===== config.mk =====
export PLATFORM = sky130hd
export DESIGN_NAME = tbba_ctrl
export DESIGN_NICKNAME = d
export VERILOG_FILES = /design/src/sv/tbba_pkg.sv /design/src/sv/tbba_ctrl.sv
export SDC_FILE = /design/constraint.sdc
export NUM_CORES = 1
export LEC_CHECK = 0
export BUFFER_PORTS_ARGS = -buffer_cell sky130_fd_sc_hd__buf_2
export CAP_MARGIN = 10
export CORE_UTILIZATION = 45
export CTS_CLUSTER_DIAMETER = 50
export CTS_CLUSTER_SIZE = 20
export DETAILED_ROUTE_END_ITERATION = 10
export PLACE_DENSITY = 0.66
export SLEW_MARGIN = 10
export SYNTH_ARGS = -nofsm -noshare
export SYNTH_HDL_FRONTEND = slang
export SYNTH_SLANG_ARGS = --single-unit

===== constraint.sdc =====
create_clock -name clk_i -period 2.1 [get_ports clk_i]
set_input_delay 0.315 -clock clk_i [delete_from_list [all_inputs] [get_ports clk_i]]
set_output_delay 0.315 -clock clk_i [all_outputs]
set_load 0.01 [all_outputs]

===== src/sv/tbba_pkg.sv =====
`default_nettype none
// -----------------------------------------------------------------------------
// tbba_pkg
// Shared types and constants of the two-bit-tag bitmap block allocator.
// -----------------------------------------------------------------------------
package tbba_pkg;

  localparam int unsigned NBLK          = 1024;
  localparam int unsigned IDXW          = $clog2(NBLK);
  localparam int unsigned CNTW          = IDXW + 1;
  localparam int unsigned TAGS_PER_BYTE = 4;
  localparam int unsigned TPB_SHIFT     = $clog2(TAGS_PER_BYTE);

  localparam logic [1:0] TAG_FREE = 2'b00;
  localparam logic [1:0] TAG_ONE  = 2'b01;
  localparam logic [1:0] TAG_TWO  = 2'b10;
  localparam logic [1:0] TAG_MAX  = 2'b11;

  typedef enum logic [1:0] {
    CMD_INIT  = 2'd0,
    CMD_ALLOC = 2'd1,
    CMD_FREE  = 2'd2,
    CMD_SIZE  = 2'd3
  } cmd_e;

  localparam logic [1:0] CFG_BASE  = 2'd0;
  localparam logic [1:0] CFG_BYTES = 2'd1;
  localparam logic [1:0] CFG_BLOCK = 2'd2;

  typedef enum logic [4:0] {
    OP_NOP, OP_LOAD, OP_DIV, OP_SWEEP, OP_IFIN, OP_UMUL, OP_ASTART, OP_AADDR,
    OP_ADV1, OP_WSTART, OP_WSTEP, OP_ADVW, OP_LEFT, OP_RIGHT, OP_WRID, OP_AFIN,
    OP_FID, OP_INC, OP_DEC, OP_CLRI, OP_FFIN, OP_SID, OP_SINC, OP_SMUL, OP_SFIN,
    OP_PUSH
  } dp_op_e;

  typedef enum logic [2:0] {
    DS_NB, DS_META, DS_BSM, DS_RB, DS_M32, DS_R0, DS_OFF
  } div_sel_e;

  typedef enum logic [1:0] {
    RS_P, RS_PM1, RS_Q, RS_I
  } rd_sel_e;

  typedef enum logic [5:0] {
    S_CLEAR, S_IDLE, S_NB, S_NBW, S_MDIV, S_MDIVW, S_ISW, S_IFIN,
    S_AMUL, S_APRE, S_BSMW, S_RB, S_RBW, S_M32, S_M32W, S_ASTART, S_AADDR,
    S_R0, S_R0W, S_CHK, S_WRD, S_WUSE, S_LRD, S_LUSE, S_RRD, S_RUSE, S_AWR,
    S_AFIN, S_RGN, S_ODIVW, S_FRD, S_FID, S_FBR, S_FBU, S_FFR, S_FFU, S_FFIN,
    S_SRD, S_SID, S_SCR, S_SCU, S_SMUL, S_SFIN, S_DONE
  } state_e;

  typedef struct packed {
    dp_op_e   op;
    div_sel_e dsel;
    rd_sel_e  rsel;
  } tbba_cmd_t;

  typedef struct packed {
    cmd_e cmd;
    logic div_done;
    logic pre_fail;
    logic scan_ok;
    logic askip;
    logic found;
    logic q_in;
    logic i_in;
    logic i_zero;
    logic idx_in;
    logic in_rgn;
    logic tag_zero;
    logic tag_eq;
    logic wr_done;
    logic sweep_last;
    logic out_free;
  } tbba_sts_t;

endpackage
`default_nettype wire


===== src/sv/tbba_ctrl.sv =====
`default_nettype none
// -----------------------------------------------------------------------------
// tbba_ctrl
// Command sequencer: walks init, allocate, free and size through the datapath.
// -----------------------------------------------------------------------------
module tbba_ctrl (
  input  wire logic                clk_i,
  input  wire logic                rst_ni,
  input  wire logic                in_valid_i,
  output logic                     in_ready_o,
  input  wire tbba_pkg::tbba_sts_t sts_i,
  output tbba_pkg::tbba_cmd_t      cmd_o
);
  import tbba_pkg::*;

  state_e state_q, state_d;

  always_ff @(posedge clk_i or negedge rst_ni) begin
    if (!rst_ni) begin
      state_q <= S_CLEAR;
    end else begin
      state_q <= state_d;
    end
  end

  // next state
  always_comb begin
    state_d = state_q;
    unique case (state_q)
      S_CLEAR: if (sts_i.sweep_last) state_d = S_IDLE;
      S_IDLE:  if (in_valid_i) state_d = S_NB;
      S_NB:    state_d = S_NBW;
      S_NBW: begin
        if (sts_i.div_done) begin
          case (sts_i.cmd)
            CMD_INIT:  state_d = S_MDIV;
            CMD_ALLOC: state_d = S_AMUL;
            default:   state_d = S_RGN;
          endcase
        end
      end
      S_MDIV:  state_d = S_MDIVW;
      S_MDIVW: if (sts_i.div_done) state_d = S_ISW;
      S_ISW:   if (sts_i.sweep_last) state_d = S_IFIN;
      S_IFIN:  state_d = S_DONE;
      S_AMUL:  state_d = S_APRE;
      S_APRE:  state_d = sts_i.pre_fail ? S_DONE : S_BSMW;
      S_BSMW:  if (sts_i.div_done) state_d = S_RB;
      S_RB:    state_d = S_RBW;
      S_RBW:   if (sts_i.div_done) state_d = S_M32;
      S_M32:   state_d = S_M32W;
      S_M32W:  if (sts_i.div_done) state_d = S_ASTART;
      S_ASTART: state_d = S_AADDR;
      S_AADDR: state_d = S_R0;
      S_R0:    state_d = S_R0W;
      S_R0W:   if (sts_i.div_done) state_d = S_CHK;
      S_CHK: begin
        if (!sts_i.scan_ok) state_d = S_DONE;
        else if (!sts_i.askip) state_d = S_WRD;
      end
      S_WRD: begin
        if (sts_i.found) state_d = S_LRD;
        else if (!sts_i.q_in) state_d = S_CHK;
        else state_d = S_WUSE;
      end
      S_WUSE:  state_d = sts_i.tag_zero ? S_WRD : S_CHK;
      S_LRD:   state_d = S_LUSE;
      S_LUSE:  state_d = S_RRD;
      S_RRD:   state_d = S_RUSE;
      S_RUSE:  state_d = S_AWR;
      S_AWR:   if (sts_i.wr_done) state_d = S_AFIN;
      S_AFIN:  state_d = S_DONE;
      S_RGN:   state_d = sts_i.in_rgn ? S_ODIVW : S_DONE;
      S_ODIVW: begin
        if (sts_i.div_done) state_d = (sts_i.cmd == CMD_FREE) ? S_FRD : S_SRD;
      end
      S_FRD:   state_d = sts_i.idx_in ? S_FID : S_DONE;
      S_FID:   state_d = sts_i.tag_zero ? S_DONE : S_FBR;
      S_FBR:   state_d = S_FBU;
      S_FBU: begin
        if (!sts_i.tag_eq || sts_i.i_zero) state_d = S_FFR;
        else state_d = S_FBR;
      end
      S_FFR:   state_d = sts_i.i_in ? S_FFU : S_FFIN;
      S_FFU:   state_d = sts_i.tag_eq ? S_FFR : S_FFIN;
      S_FFIN:  state_d = S_DONE;
      S_SRD:   state_d = sts_i.idx_in ? S_SID : S_SMUL;
      S_SID:   state_d = S_SCR;
      S_SCR:   state_d = sts_i.i_in ? S_SCU : S_SMUL;
      S_SCU:   state_d = sts_i.tag_eq ? S_SCR : S_SMUL;
      S_SMUL:  state_d = S_SFIN;
      S_SFIN:  state_d = S_DONE;
      S_DONE:  if (sts_i.out_free) state_d = S_IDLE;
      default: state_d = S_IDLE;
    endcase
  end

  // datapath commands
  always_comb begin
    cmd_o      = '{op: OP_NOP, dsel: DS_NB, rsel: RS_I};
    in_ready_o = 1'b0;
    unique case (state_q)
      S_CLEAR: cmd_o.op = OP_SWEEP;
      S_IDLE: begin
        in_ready_o = 1'b1;
        if (in_valid_i) cmd_o.op = OP_LOAD;
      end
      S_NB:   cmd_o = '{op: OP_DIV, dsel: DS_NB, rsel: RS_I};
      S_MDIV: cmd_o = '{op: OP_DIV, dsel: DS_META, rsel: RS_I};
      S_ISW:  cmd_o.op = OP_SWEEP;
      S_IFIN: cmd_o.op = OP_IFIN;
      S_AMUL: cmd_o.op = OP_UMUL;
      S_APRE: if (!sts_i.pre_fail) cmd_o = '{op: OP_DIV, dsel: DS_BSM, rsel: RS_I};
      S_RB:   cmd_o = '{op: OP_DIV, dsel: DS_RB, rsel: RS_I};
      S_M32:  cmd_o = '{op: OP_DIV, dsel: DS_M32, rsel: RS_I};
      S_ASTART: cmd_o.op = OP_ASTART;
      S_AADDR: cmd_o.op = OP_AADDR;
      S_R0:   cmd_o = '{op: OP_DIV, dsel: DS_R0, rsel: RS_I};
      S_CHK: begin
        if (sts_i.scan_ok) cmd_o.op = sts_i.askip ? OP_ADV1 : OP_WSTART;
      end
      S_WRD: begin
        cmd_o.rsel = RS_Q;
        if (!sts_i.found && !sts_i.q_in) cmd_o.op = OP_ADVW;
      end
      S_WUSE: cmd_o.op = sts_i.tag_zero ? OP_WSTEP : OP_ADVW;
      S_LRD:  cmd_o.rsel = RS_PM1;
      S_LUSE: cmd_o.op = OP_LEFT;
      S_RRD:  cmd_o.rsel = RS_Q;
      S_RUSE: cmd_o.op = OP_RIGHT;
      S_AWR:  if (!sts_i.wr_done) cmd_o.op = OP_WRID;
      S_AFIN: cmd_o.op = OP_AFIN;
      S_RGN:  if (sts_i.in_rgn) cmd_o = '{op: OP_DIV, dsel: DS_OFF, rsel: RS_I};
      S_FID:  if (!sts_i.tag_zero) cmd_o.op = OP_FID;
      S_FBU: begin
        if (!sts_i.tag_eq) cmd_o.op = OP_INC;
        else if (!sts_i.i_zero) cmd_o.op = OP_DEC;
      end
      S_FFU:  if (sts_i.tag_eq) cmd_o.op = OP_CLRI;
      S_FFIN: cmd_o.op = OP_FFIN;
      S_SID:  cmd_o.op = OP_SID;
      S_SCU:  if (sts_i.tag_eq) cmd_o.op = OP_SINC;
      S_SMUL: cmd_o.op = OP_SMUL;
      S_SFIN: cmd_o.op = OP_SFIN;
      S_DONE: if (sts_i.out_free) cmd_o.op = OP_PUSH;
      default: cmd_o.op = OP_NOP;
    endcase
  end
endmodule
`default_nettype wire


Word-level counts from Yosys, hierarchy flattened
Cells that the tools add are included.
{ "totals": {"reg_bits": 6, "output_inout_bits": 11, "word_cells": 119, "ramBits": 0, "input_bits": 20, "mem_count": 0, "mem_bits_ro": 0, "latchBits": 0} }
{ "op_classes": {"n_reduce_logical": 12, "div": 0, "bitwise_logic": 0, "add_sub_neg": 0, "n_lt_le_gt_ge": 0, "n_shift": 0, "n_mux": 48, "eq_ne": 58, "multipliers": 0} }
{ "op_table": {"columns": ["cell", "n"], "rows": [
  ["$pmux 6 s41", 1],
  ["$pmux 5 s25", 1],
  ["$mux 6", 18],
  ["$eq 6x5->1 const B", 16],
  ["$eq 6x6->1 const B", 12],
  ["$eq 6x4->1 const B", 8],
  ["$mux 5", 6],
  ["$eq 6x3->1 const B", 4],
  ["$mux 4", 6],
  ["$ne 2x2->1 const B", 12],
  ["$pmux 3 s6", 1],
  ["$mux 3", 5],
  ["$mux 7", 2],
  ["$reduce_and 13->1", 1],
  ["$eq 6x2->1 const B", 2],
  ["$pmux 5 s2", 1],
  ["$pmux 2 s4", 1],
  ["$eq 6x1->1 const B", 1],
  ["$logic_not 6->1", 1],
  ["$mux 1", 5],
  ["$reduce_or 5->1", 1],
  ["$reduce_or 2->1", 2],
  ["$reduce_or 4->1", 1],
  ["$logic_not 1->1", 3],
  ["7 further kinds", 7]
]} }

Longest topological paths before layout
Gate-level depths: netlist of run 1.
{ "logic_depth": {"depth_word": 4, "mapped_depth": 9, "depth_no_buf": 6} }

Least setup slack after synthesis of run 1
OpenSTA, ideal clock, no wires.
{ "synth_path": {"kind": "reg-to-output", "start": "register state_q[0]", "end": "output cmd_o[6] (netlist name)", "required_ps": 1785, "slack_ps": 127, "n_path_buf": 2, "arrival_ps": 1658, "stages_incl_launch_ff": 9, "cell_sequence": "dfrtp_1 > buf_6 > buf_4 > inv_1 > a21oi_1 > a2bb2o_1 > a21oi_1 > o2111ai_1 > or3_1"} }
{ "synth_lines": {"columns": ["item", "line", "source"], "rows": [
  ["start: declaration", "tbba_ctrl.sv:16", "state_e state_q, state_d;"],
  ["start signal: assignment", "tbba_ctrl.sv:22", "state_q <= state_d;"],
  ["end: declaration", "tbba_ctrl.sv:12", "output tbba_pkg::tbba_cmd_t cmd_o"]
]} }

Worst setup path after layout of run 1
{ "layout_path": {"start": "register state_q[5]", "end": "register state_q[5]"} }
{ "layout_via": {"elab_chain_cells": 3, "word_cells_on_any_way": 60, "cone_classes": "56 x eq/ne; 1 x mux; 3 x reduce/logical"} }
{ "layout_lines": {"columns": ["item", "line", "source"], "rows": [
  ["$eq 6x6->1, or another cell as far along", "tbba_ctrl.sv:29", "unique case (state_q)"],
  ["$reduce_or 4->1 (no source line), or another cell as far along", null, null],
  ["$pmux 6 s41 or $reduce_and 13->1 (tied branches)", null, null]
]} }
Parallel ways exist; a longest one is shown, timed or not.
A chain may end at the register's enable or synchronous reset.

==> metrics.cfg, run 1 <==
[placement]
placed_cells=357
port_buffers=30
placed_area_um2=2200
gp_congestion=1.01
place_ws_ps=0.930
post-dp-hpwl_mm=5.81

[synthesis]
synth_cell_type_count=59
synth-seq-area-share=0.0860
yosys_warnings=0
async_reset_ff_frac=1.00
synth-main-ff-cell=dfrtp_1
syn_inst=258
synth_top_area_frac=0.0860
synth_area_um2=1750
synth_edf_count=0
synth_area_per_cell_um2=6.77
synthTopCellsByArea=dfrtp_1 8.6%, nor2_1 5.8%, o21ai_0 4.9%
ys_ff_latch=6
synth_nets=278
yosysTopAreaCell=dfrtp_1

[sta]
hold_viol_final=0
hold_slack_ps=420
rsz0062_at_grt=true
finalCriticalPeriod_ps=2290
setup_viol=12
fmax_ghz=0.437
fin_crit_sh=1.09
worst_pin_slew_ps=480
setup_slack_ps=-189
skew_ps=14.3
finalSetupTns_ps=-1220
relSlewSlack=0.677
slew_violations=0

[die]
fp-row-count=22
pin_count=31
dieArea_um2=4130
die_h_um=64.3
start_util=0.473
coreArea_um2=3690
die_x_um=64.3

[critical_path]
max_stage_delay_ps=470
worstSetupPathType=reg2reg
cp.required_ps=2230
critPathLaunchType=register
worst-path-max-fanout=8
slowest_stage=dfrtp_2
arrival_ps=2420
cp-end-kind=register
crit_top_cell=buf_4
path_cells=buf_12 -> buf_4 -> nor2_1 -> nand3_1 -> o22ai_1 -> a211oi_4 -> buf_4 -> buf_4 -> a22o_1

[run_status]
violations=setup timing
status=complete, but fails checks

[clock_network]
cts_tree=yes
numCtsBuffers=3
h-tree-depth=1
root_buffer=clkbuf_8
clkTransAtPathRegs_ps=50
clockBufferDepth=2
clock_latency_ps=240
cts.sinks=6

[finish]
largest_reg_flops=6
seqCellArea_um2=154
layout.cells.non_filler=382
fillers=312
final_cell_area_um2=2620
multi_input_area_um2=1530
diodes=0
final_util=0.711
drive_above_1_share=0.422
top_regs=state_q: 6 flops
top_register=state_q
nNetsFinal=356
syn2layout_area_growth_pct=50.3

[routing]
via_count=2670
wl_per_cell_um=22.4
routed_wirelength_mm=8.54
viasPerCell=6.99
drt-initial-drc-count=387
remaining_drc_errors=0
ant_nets=0
dr.pass1.iters=6

[global_route]
grt_max_degree=29
grt_overflow=0
grt_pass1_vias=2392
grt_usage=0.399
grt_pass1_wl_mm=12.5
antenna_found_initial=0

[power_and_ir_drop]
p_per_area_nw_per_um2=1830
leakage_nw=1.14
finalPower_mw=4.79
vdd_ir_drop_max_uv=950

[min_path]
hp-class=in2async

[job]
maxCapViolations=0

[what timing repair did]
item,in CTS,in global routing
setup buffers,12,8
hold buffers,1,0
resized for setup,22,26
setup endpoints to repair,7,10
gates cloned,0,1
pin swaps,5,6
hold endpoints to repair,6,0
[path summary, 6_finish.rpt]
kind	startpoint	endpoint	slack [ps]	depth (start not counted)
setup / recovery	state_q[5]	state_q[5]	-190	9
hold / removal	rst_ni	state_q[0]	420	2
setup reg to reg	state_q[5]	state_q[5]	-190	9
hold reg to reg	state_q[2]	state_q[2]	870	3
max in group asynchronous	rst_ni	state_q[2]	1500	2
min in group clk_i	sts_i[16]	state_q[4]	440	3
[critical path, delay by kind of cell, from the launching register on]
family / cells / cell delay (ps)
simple gates: 2 / 450
buf+inv: 4 / 640
flops: 1 / 470
compound gates: 3 / 610
[layout make-up]
class / count / area share
clock buffer: 3 / 0.0157
inverter: 8 / 0.0129
multi-input combinational: 216 / 0.581
sequential: 6 / 0.0587
tap: 48 / 0.0229
timing repair buffer: 101 / 0.309
[Yosys cell counts (2+ instances only)]
cell type and instances:
a211o_1 2, a211oi_1 2, a21oi_1 15, a22oi_1 3, a311o_1 2, a311oi_1 3, a31oi_1 2, a32oi_1 3
and2_1 3, buf_2 11, buf_4 5, buf_6 6, clkbuf_1 6, dfrtp_1 6, inv_1 7, mux2i_1 5
nand2_1 22, nand2b_1 10, nand3_1 15, nand4_1 5, nand4b_1 2, nand4bb_1 2, nor2_1 27, nor2b_1 10
nor3_1 7, nor4_1 6, o2111ai_1 3, o211a_1 3, o211ai_1 3, o21ai_0 17, o221ai_1 4, o22ai_1 3
o31ai_1 5, o32a_1 2, o32ai_1 2, or3_1 3, xnor2_1 3, xor2_1 2
[cells by family (layout without fill, tap and decap cells)]
family,after synthesis,after routing,share of synthesized area
and+or+nand+nor,121,121,0.376
DFF,6,6,0.0860
muxes,7,7,0.0437
AOI/OAI and AO/OA,83,83,0.348
buffers and inverters,36,112,0.122
xor gates and xnor gates,5,5,0.0251
[per-layer routing]
layer,vias to the layer above,GRT usage,share of wire
li1,1128,-,-
met1,1224,0.511,0.37
met2,253,0.597,0.44
met3,65,0.0929,0.14
met5,-,0.0694,0
met4,0,0.228,0.059
[placed cells by master (no fill, tap or decap), types with 7 or more instances in the layout]
master   netlist  layout
buf_4          5      56
buf_2         11      31
nor2_1        27      25
nand2_1       22      20
o21ai_0       17      15
nand3_1       15      13
a21oi_1       15      12
nor3_1         7       7
[report_power, final]
| part | leakage, nW | switching, mW | internal [mW] | total, mW |
|---|---|---|---|---|
| sequential | 0.0690 | 0.0613 | 0.187 | 0.249 |
| clock | 0.0216 | 0.0677 | 0.125 | 0.192 |
| combinational | 1.05 | 2.34 | 2.01 | 4.35 |
Power figures use the tool's default switching activity.
==> run 2, diff against run 1 <==
- CTS_BUF_LIST: not set -> sky130_fd_sc_hd__clkbuf_4
- RECOVER_POWER: not set -> 25
==> run 2 against run 1 <==
Net effect:
- the flow still finishes with violations (setup timing)
- count of clock-buffer cells in the layout did not move
- flip-flop and latch count unchanged
- wire length fell by 1.0%
- highest routed layer unchanged
- critical endpoint is now cmd_o[6]
- utilization is 1.7 points higher
- final cell count rose by 1.3%
- largest power group unchanged
- die area unchanged
- largest cell class unchanged
==> metrics.cfg, run 2 (same netlist as run 1, synthesis figures left out) <==
[run_status]
status=complete, but fails checks
violations=setup timing

[critical_path]
worstReg2RegStart=state_q[0]
reg2reg_depth=9
r2r_slack_ps=-160
crit_top_cell=buf_2
critPathBufInv=3
rr_endpoint=state_q[5]
worstSetupPathType=reg2out
cp-end-kind=output port
path_cells=buf_2 -> nand2b_4 -> buf_4 -> nor2_1 -> a21oi_1 -> o31ai_1 -> or3_1 -> buf_2
critPathTopFamily=simple AND/OR/NAND/NOR gates
cp.required_ps=1780
arrival_ps=2030
slowest_stage=dfrtp_2
max_stage_delay_ps=440
critPathLaunchType=register
worst-path-max-fanout=5

[sta]
hold_viol_final=0
finalCriticalPeriod_ps=2350
setup_viol=11
fmax_ghz=0.426
worst_pin_slew_ps=472
finalSetupTns_ps=-1380
setup_slack_ps=-246
rsz0062_at_grt=true
slew_violations=0
relSlewSlack=0.683
fin_crit_sh=1.12
skew_ps=17.3

[global_route]
grt_pass1_vias=2418
grt_max_degree=29
antenna_found_initial=0
grt_usage=0.400
grt_pass1_wl_mm=12.6
grt_overflow=0

[clock_network]
root_buffer=clkbuf_4
numCtsBuffers=3
cts.sinks=6
h-tree-depth=1
cts_tree=yes
clockBufferDepth=2
clock_latency_ps=270
clkTransAtPathRegs_ps=60

[power_and_ir_drop]
leakage_nw=1.17
finalPower_mw=4.88
p_per_area_nw_per_um2=1810
vdd_ir_drop_max_uv=1110

[routing]
wl_per_cell_um=21.8
via_count=2687
dr.pass1.iters=6
viasPerCell=6.94
ant_nets=0
drt-initial-drc-count=417
routed_wirelength_mm=8.45
remaining_drc_errors=0

[finish]
final_util=0.728
diodes=0
final_common_cell=buf_4
top_regs=state_q: 6 flops
top_register=state_q
syn2layout_area_growth_pct=53.9
final_cell_area_um2=2690
final_cell_mix=58 x buf_4, 30 x buf_2, 22 x nor2_1, 21 x nand2_1
drive_above_1_share=0.448
largest_reg_flops=6
nNetsFinal=361
fillers=289

[min_path]
hold_end=state_q[4]
hp-class=in2reg
min_delay_path_depth=3
hold_start=sts_i[16]

[placement]
post-dp-hpwl_mm=5.81
placed_area_um2=2200
gp_congestion=1.01
port_buffers=30

[die]
pin_count=31
dieArea_um2=4130
die_h_um=64.3
start_util=0.473
fp-row-count=22
coreArea_um2=3690
die_x_um=64.3

[job]
maxCapViolations=0

-- run 2: changes by cell type in the layout (fill, tap and decap cells not counted), moves of 2 or more --
cell / before / now
clkbuf_4: 0 / 3
buf_4: 56 / 58
o21ai_1: 2 / 4
o21ai_0: 15 / 13
nor2_1: 25 / 22
clkbuf_8: 3 / 0
buf_6: 3 / 7
nor2_2: 2 / 4
-- run 2: worst reg2reg max path: stages (launching register included) --
cell and delay (ps):
dfrtp_2 450, buf_12 150, buf_4 140, buf_8 140, o32a_1 380, o32ai_2 340, a211oi_4 50, buf_6 160
buf_6 120, a22o_1 210
-- run 2: layout make-up --
type | count | area, um2 | area share
clock buffer | 3 | 22.5 | 0.00838
inverter | 8 | 33.8 | 0.0126
multi-input combinational | 216 | 1560 | 0.579
sequential | 6 | 155 | 0.0578
tap | 48 | 60.1 | 0.0224
timing repair buffer | 106 | 858 | 0.320
-- run 2: worst max path at each step --
stage,startpoint,endpoint,slack (ps),cells after the start
2_1_floorplan,state_q[0],cmd_o[6],130,8
3_3_place_gp,state_q[5],cmd_o[6],-2,7
3_5_place_dp,state_q[5],cmd_o[6],0.9,7
4_1_cts,state_q[0],cmd_o[6],-150,9
5_1_grt,state_q[1],cmd_o[6],-310,8
6_report,state_q[1],cmd_o[6],-250,8
-- run 2: per-stage QoR --
step	instances	hold slack [ps]	setup slack, ps
final	387	423	-246
after global routing	387	430	-313
after CTS	374	411	-149
after detailed placement	357	151	0.930
after global placement	357	151	-2.41
after floorplan	258	19.4	127
-- run 2: timing repair --
item / in CTS / in global routing
hold endpoints to repair: 6 / 0
resized for setup: 25 / 35
pin swaps: 6 / 11
buffers inserted: 14 / 11
endpoints found under the setup margin: 7 / 13
cloned: 0 / 2
hold buffers: 1 / 0
-- run 2: report_power, final --
part / switching (mW) / internal [mW]
Sequential: 0.0739 / 0.189
Combinational: 2.38 / 2.12
Clock: 0.0542 / 0.0655
-- run 2: per-layer routing --
layer	track usage	routed length (um)	vias to the layer above	part of all wire
met4	0.236	451	0	0.053
met1	0.510	3180	1236	0.38
li1	-	-	1139	-
met3	0.0982	1050	65	0.12
met5	0	0	-	0
met2	0.601	3770	247	0.45
